`config.mk`:
```
export PLATFORM = sky130hd
export DESIGN_NAME = acache_ctrl
export DESIGN_NICKNAME = d
export VERILOG_FILES = /design/src/hdl/acache_pkg.sv /design/src/hdl/acache_ctrl.sv
export SDC_FILE = /design/constraint.sdc
export NUM_CORES = 1
export LEC_CHECK = 0
export BUFFER_PORTS_ARGS = -buffer_cell sky130_fd_sc_hd__buf_2
export CAP_MARGIN = 30
export CORE_AREA = 8 8 45 47
export CTS_CLUSTER_DIAMETER = 40
export CTS_CLUSTER_SIZE = 10
export DETAILED_ROUTE_END_ITERATION = 12
export DIE_AREA = 0 0 53 55
export SLEW_MARGIN = 15
export SYNTH_ARGS = -nofsm -noshare
export SYNTH_HDL_FRONTEND = slang
export SYNTH_SLANG_ARGS = --single-unit
export TNS_END_PERCENT = 50
```
`constraint.sdc`:
```
create_clock -name clk -period 1.7 [get_ports clk]
set_input_delay 0.085 -clock clk [delete_from_list [all_inputs] [get_ports clk]]
set_output_delay 0.085 -clock clk [all_outputs]
set_load 0.05 [all_outputs]
```
`src/hdl/acache_pkg.sv`:
```
// ----------------------------------------------------------------------------
// acache_pkg
// Shared types and constants for the associative cache.
// ----------------------------------------------------------------------------
package acache_pkg;
    localparam int CAPACITY_DEF = 16;
    localparam int KEY_W = 64;
    localparam int VAL_W = 64;
    localparam int CNT_W = 32;
    localparam int STAMP_W = 40;
    localparam logic POLICY_LFU = 1'b1;
    localparam logic OP_LOOKUP = 1'b0;
    localparam logic OP_INSERT = 1'b1;

    typedef enum logic [2:0] {
        ST_IDLE,
        ST_SEARCH,
        ST_SCAN,
        ST_SHIFT,
        ST_WRITE,
        ST_DONE
    } state_t;

    typedef struct packed {
        logic load;
        logic scan_start;
        logic scan_step;
        logic shift_step;
        logic do_hit;
        logic do_insert;
        logic evict_drop;
    } cmd_t;

    typedef struct packed {
        logic is_insert;
        logic hit;
        logic full;
        logic scan_last;
        logic shift_last;
    } sts_t;
endpackage

```
`src/hdl/acache_ctrl.sv`:
```
// ----------------------------------------------------------------------------
// acache_ctrl
// Sequencer for lookup, victim scan, shift and insert.
// ----------------------------------------------------------------------------
module acache_ctrl
    import acache_pkg::*;
(
    input  logic clk,
    input  logic rst_n,
    input  logic in_valid,
    output logic in_ready,
    output logic out_valid,
    input  logic out_ready,
    input  sts_t sts,
    output cmd_t cmd
);
    state_t state_reg, state_next;

    always_ff @(posedge clk or negedge rst_n)
    begin
        if (!rst_n)
        begin
            state_reg <= ST_IDLE;
        end
        else
        begin
            state_reg <= state_next;
        end
    end

    always_comb
    begin
        state_next = state_reg;
        unique case (state_reg)
            ST_IDLE:   if (in_valid) state_next = ST_SEARCH;
            ST_SEARCH:
            begin
                if (!sts.is_insert) state_next = ST_DONE;
                else if (sts.full) state_next = ST_SCAN;
                else state_next = ST_WRITE;
            end
            ST_SCAN:   if (sts.scan_last) state_next = ST_SHIFT;
            ST_SHIFT:  if (sts.shift_last) state_next = ST_WRITE;
            ST_WRITE:  state_next = ST_DONE;
            ST_DONE:   if (out_ready) state_next = ST_IDLE;
            default:   state_next = ST_IDLE;
        endcase
    end

    always_comb
    begin
        cmd = '0;
        in_ready = 1'b0;
        out_valid = 1'b0;
        unique case (state_reg)
            ST_IDLE:
            begin
                in_ready = 1'b1;
                cmd.load = in_valid;
            end
            ST_SEARCH:
            begin
                cmd.do_hit = !sts.is_insert && sts.hit;
                cmd.scan_start = sts.is_insert && sts.full;
            end
            ST_SCAN:   cmd.scan_step = 1'b1;
            ST_SHIFT:
            begin
                cmd.shift_step = 1'b1;
                cmd.evict_drop = sts.shift_last;
            end
            ST_WRITE:  cmd.do_insert = 1'b1;
            ST_DONE:   out_valid = 1'b1;
            default:   cmd = '0;
        endcase
    end
endmodule

```
==> metrics.txt, run 1 <==
peak fanout along the critical path 5; sink count of the clock tree 3; Setup crit start kind register; sequential group share of total power 18.9%; effective utilization at floorplan 19.3%; max FFs per register 3; area used by multi-input combinational logic 176 um^2; total length of routed wires 828 um; Required @ worst endpoint 1620 ps; internal power 367 uW; via count 303; number of DRC violations after detailed-routing iteration 0 3; setup repair after global routing missed its margin false; total of hold buffers inserted after clock tree synthesis 1; Fin Clk Skew 3.87 ps; Layout area overhead 55.1%; cell family with most CP delay simple AND/OR/NAND/NOR gates; final setup TNS 0 ps; half-perimeter wire length after detailed placement 652 um; top cell type by total area after synthesis sky130_fd_sc_hd__dfrtp_1; # nets final 63; Cell Chain, Critical Path or3_4 -> nor3b_2 -> buf_2; static leakage power 0.210 nW; total buffers and inverters traversed by the critical path 1; number of H-tree levels 1; FF/Latch Area 75.1 um^2; peak per-stage delay on the critical path 430 ps; number of placement rows 14; areal power density over the cells 2040 nW/um^2; Area contributors post-synth sky130_fd_sc_hd__dfrtp_1 (28%), sky130_fd_sc_hd__nor2b_1 (7.0%), sky130_fd_sc_hd__nor3_1 (5.6%); number of nets still failing antenna checks after routing 0; Total Routing Usage GR 6.56%; post-route total power 846 uW; worst rel slew slack 78.1%; number of post-CTS setup repair buffers 0; async set-or-reset flop fraction in the synthesized netlist 100%; Post-Route Utilization 30.0%; Final Instance Area 415 um^2; chip width 53 um; most common cell after layout, fill and taps aside sky130_fd_sc_hd__buf_2; Worst-path clk slew 40 ps; commonest cells after routing, fill and taps aside sky130_fd_sc_hd__buf_2 (17), sky130_fd_sc_hd__nor2b_1 (3), sky130_fd_sc_hd__nor3_1 (3), sky130_fd_sc_hd__clkbuf_4 (3), sky130_fd_sc_hd__dfrtp_1 (3); PostCTS Resize Cnt 0; antenna cells 0; combinational share of power 66.2%; first-pass detailed-route iteration total 2; slowest cell on the critical path sky130_fd_sc_hd__dfrtp_1; crit path kind register to primary output; Filler Cells Inserted 153; Mapped Cells 32; pin count of the biggest net entering global routing 12; Routed WL per cell 12.0 um; share of the synthesized area in the top cell type 28.0%; Placeable Area 1380 um^2; final hold vios 0; Post-Syn Area per Cell 8.37 um^2; measured slew at the worst slew-check pin 328 ps; max-slew violation total from the final report 0; detail-routed via count per cell 4.39; peak supply drop 1120 uV; vertical die dimension 55 um; ports placed on the boundary 18; first-pass GRT wire length 1300 um; Seq cells post-synth 3; die outline area 2920 um^2; endpoint type of the worst setup path primary output; residual DRC count 0; period utilization 94.1%; share of cells above drive strength 1 52.8%; cell area after synthesis 268 um^2; GPL Wtd Cong 0.774; Cell Area, Placed 379 um^2; post-route minimum period 1600 ps; min-delay worst type input port to asynchronous set/reset pin; Max-cap violations 0; TritonCTS clock tree done; Max clock buf depth 2; worst-skew pair later-pin latency 230 ps; sum of overflow across all layers after global routing 0; number of distinct library cells after synthesis 22; share of total power consumed by net switching 56.6%; Most used DFF post-synth sky130_fd_sc_hd__dfrtp_1; clock buffer count from CTS 3; number of input and output port buffers inserted 17; proportion of synthesized chip area in sequential cells 28.0%; worst endpoint data arrival time 1510 ps; f_max 625 MHz; root buffer selected by CTS sky130_fd_sc_hd__clkbuf_4; synthesized netlist net count 41; number of antenna violations at the first check in global routing 0; result of the run complete, no violations; count of endpoints failing setup in the final report 0; Clock power frac 14.9%; Worst Hold Slack 170 ps; net switching power 479 uW; number of enable flip-flop cells after synthesis 0; number of global-route vias before repair 316; total of warnings raised by yosys 0
[kinds of logic (layout without fill, tap and decap cells)]
kind of cell           count (synthesis)  count (layout)  synth area share [%]
AND/OR/NAND/NOR                       17              17                  42.1
flip-flops                             3               3                  28.0
buffers and inverters                  5              26                  10.7
AO/OA/AOI/OAI                          7               7                  19.2
[metrics by stage]
step | instances | setup slack, ps
final | 69 | 101
after global routing | 69 | 48.2
after CTS | 69 | 80.7
after detailed placement | 64 | 340
after global placement | 64 | 380
after floorplan | 32 | -50.4
[synthesized netlist by cell type, drive strengths merged, types with 2 or more instances]
library cell,number
a21oi,2
and2,2
buf,3
dfrtp,3
inv,2
nand2,2
nor2b,3
nor3,3
[power groups by stage]
stage	clock (mW)	combinational (mW)	sequential [mW]
CTS	0.133	0.565	0.160
finish	0.126	0.560	0.159
global route	0.144	0.598	0.166
floorplan	0	0.493	0.120
global placement	0	0.560	0.159
detailed placement	0	0.561	0.161
[routing by layer]
layer	part of all wire, %	routed length (um)	up-vias	global-route usage (%)
li1	-	-	158	-
met3	7.1	59	4	2.14
met5	0	0	-	0
met1	48	396	125	7.47
met4	6.6	55	0	10.3
met2	38	318	16	7.62
[cell type report]
class                   instances  area share (%)
clock buffers                   4            6.33
inverters                       2            1.81
flip-flops and latches          3            18.1
well taps                      16            4.82
repair buffers                 20            26.5
multi-input cells              24            42.5
[final timing paths]
path / start / endpoint / slack [ps] / cells past startpoint
max: state_reg[1] / cmd[2] / 100 / 3
min: rst_n / state_reg[0] / 170 / 2
max reg2reg: state_reg[2] / state_reg[0] / 540 / 3
min reg2reg: state_reg[1] / state_reg[0] / 590 / 1
max in group asynchronous: rst_n / state_reg[2] / 1420 / 2
min in group clk: sts[0] / state_reg[1] / 190 / 4
No activity file was read; power rests on OpenSTA's default activity.
==> run 2: changes to the inputs <==
RECOVER_POWER = 50   (was unset)
==> run 2 against run 1 <==
Global-route usage is the same. Die area is the same. Sequential share of layout area grew 0.22 points. Critical path depth is the same. First-iteration DRC count grew 33%. Clock power is essentially flat. Combinational power shrank 1%. Via count shrank 0.33%. Count of clock-buffer cells in the layout is the same. Final area shrank 1.2%. Routed wire length shrank 1.6%. Critical endpoint unchanged.
==> metrics.txt, run 2 (synthesis results as in run 1) <==
PostCTS Resize Cnt 0 (unchanged); number of placement rows 14 (unchanged); number of DRC violations after detailed-routing iteration 0 4 (was 3); vertical die dimension 55 um (unchanged); slowest cell on the critical path sky130_fd_sc_hd__dfrtp_1 (unchanged); measured slew at the worst slew-check pin 328 ps (about the same); Fin Clk Skew 3.82 ps (was 3.87 ps); root buffer selected by CTS sky130_fd_sc_hd__clkbuf_4 (unchanged); max-slew violation total from the final report 0 (unchanged); via count 302 (was 303); Max-cap violations 0 (unchanged); die outline area 2920 um^2 (unchanged); most common cell after layout, fill and taps aside sky130_fd_sc_hd__buf_2 (unchanged); Required @ worst endpoint 1620 ps (about the same); number of input and output port buffers inserted 17 (unchanged); Cell Chain, Critical Path or3_4 -> nor3b_2 -> buf_2 (unchanged); crit path kind register to primary output (unchanged); # nets final 63 (unchanged); Placeable Area 1380 um^2 (unchanged); worst endpoint data arrival time 1510 ps (about the same); Routed WL per cell 11.8 um (was 12.0 um); number of H-tree levels 1 (unchanged); pre-CTS worst setup slack 340 ps (unchanged); static leakage power 0.203 nW (was 0.210 nW); worst rel slew slack 78.1% (about the same); max FFs per register 3 (unchanged); period utilization 93.9% (was 94.1%); final hold vios 0 (unchanged); Setup crit start kind register (unchanged); Filler Cells Inserted 153 (unchanged); final setup slack of the worst path 103 ps (was 101 ps); Total Routing Usage GR 6.56% (unchanged); total length of routed wires 815 um (was 828 um); worst-skew pair later-pin latency 230 ps (about the same); GPL Wtd Cong 0.774 (unchanged); capturing element of the worst setup path cmd[2] (unchanged); Worst Hold Slack 185 ps (was 170 ps); Final Instance Area 410 um^2 (was 415 um^2); Cell Area, Placed 379 um^2 (unchanged); half-perimeter wire length after detailed placement 652 um (unchanged); total buffers and inverters traversed by the critical path 1 (unchanged); pin count of the biggest net entering global routing 12 (unchanged); end of the worst register-to-register path state_reg[1] (was state_reg[0]); reg2reg path depth 4 (was 3); Worst-path clk slew 40 ps (about the same); critical path depth 3 (unchanged); antenna cells 0 (unchanged); post-route total power 838 uW (was 846 uW); detail-routed via count per cell 4.38 (was 4.39); share of cells above drive strength 1 49.1% (was 52.8%); Reg-to-Reg Start state_reg[1] (was state_reg[2]); final setup TNS 0 ps (unchanged); sink count of the clock tree 3 (unchanged); min-delay worst type input port to asynchronous set/reset pin (unchanged); peak per-stage delay on the critical path 420 ps (was 430 ps); residual DRC count 0 (unchanged); areal power density over the cells 2040 nW/um^2 (about the same); clock buffer count from CTS 3 (unchanged); Layout area overhead 53.3% (was 55.1%); Register-to-Register Setup Slack 470 ps (was 540 ps); peak fanout along the critical path 5 (unchanged); ports placed on the boundary 18 (unchanged); count of endpoints failing setup in the final report 0 (unchanged); result of the run complete, no violations (unchanged); sum of overflow across all layers after global routing 0 (unchanged); Max clock buf depth 2 (unchanged); post-route minimum period 1600 ps (about the same); startpoint of the most critical setup path state_reg[1] (unchanged); chip width 53 um (unchanged); number of nets still failing antenna checks after routing 0 (unchanged); f_max 626 MHz (was 625 MHz); cell family with most CP delay simple AND/OR/NAND/NOR gates (unchanged); first-pass GRT wire length 1300 um (unchanged); TritonCTS clock tree done (unchanged); effective utilization at floorplan 19.3% (unchanged); number of global-route vias before repair 316 (unchanged); setup repair after global routing missed its margin false (unchanged); number of antenna violations at the first check in global routing 0 (unchanged); peak supply drop 1090 uV (was 1120 uV); endpoint type of the worst setup path primary output (unchanged); first-pass detailed-route iteration total 2 (unchanged)
run 2: layout make-up:
cell class                 instances  area (um^2)  share of cell area [%]
clock buffer                       4         26.3                    6.40
tap                               16         20.0                    4.88
multi-input combinational         24          176                    43.0
inverter                           2         7.51                    1.83
sequential                         3         75.1                    18.3
timing repair buffer              20          105                    25.6
run 2: metal layers:
| metal | vias to the layer above | wire length [um] | global-route usage (%) |
|---|---|---|---|
| met5 | - | 0 | 0 |
| met4 | 0 | 55 | 10.3 |
| met3 | 4 | 59 | 2.14 |
| met2 | 16 | 309 | 7.62 |
| met1 | 125 | 391 | 7.47 |
| li1 | 157 | - | - |
run 2: how the worst min path moves through the flow:
stage | startpoint | endpoint | slack (ps) | depth (start not counted)
CTS | rst_n | state_reg[0] | 170 | 2
global placement | rst_n | state_reg[0] | -120 | 1
detailed placement | rst_n | state_reg[0] | -120 | 1
global route | rst_n | state_reg[2] | 200 | 2
floorplan | rst_n | state_reg[0] | -210 | 0
finish | rst_n | state_reg[0] | 190 | 2
run 2: per-stage QoR:
step                      cells  utilization, %
final                        69            29.7
after global routing         69            29.7
after floorplan              32               -
after CTS                    69            30.0
after global placement       64            27.4
after detailed placement     64            27.4
run 2: report_power, final:
part / total, mW / switching [mW] / leakage (nW) / internal [mW]
clock network: 0.126 / 0.0381 / 0.0150 / 0.0880
registers: 0.159 / 0.0544 / 0.0371 / 0.105
logic: 0.552 / 0.386 / 0.151 / 0.166
total: 0.838 / 0.478 / 0.203 / 0.359
run 2: what timing repair did:
| item | CTS | global route |
|---|---|---|
| hold endpoints to repair | 3 | 0 |
| buffers inserted | 0 | 0 |
| hold buffers | 1 | 0 |
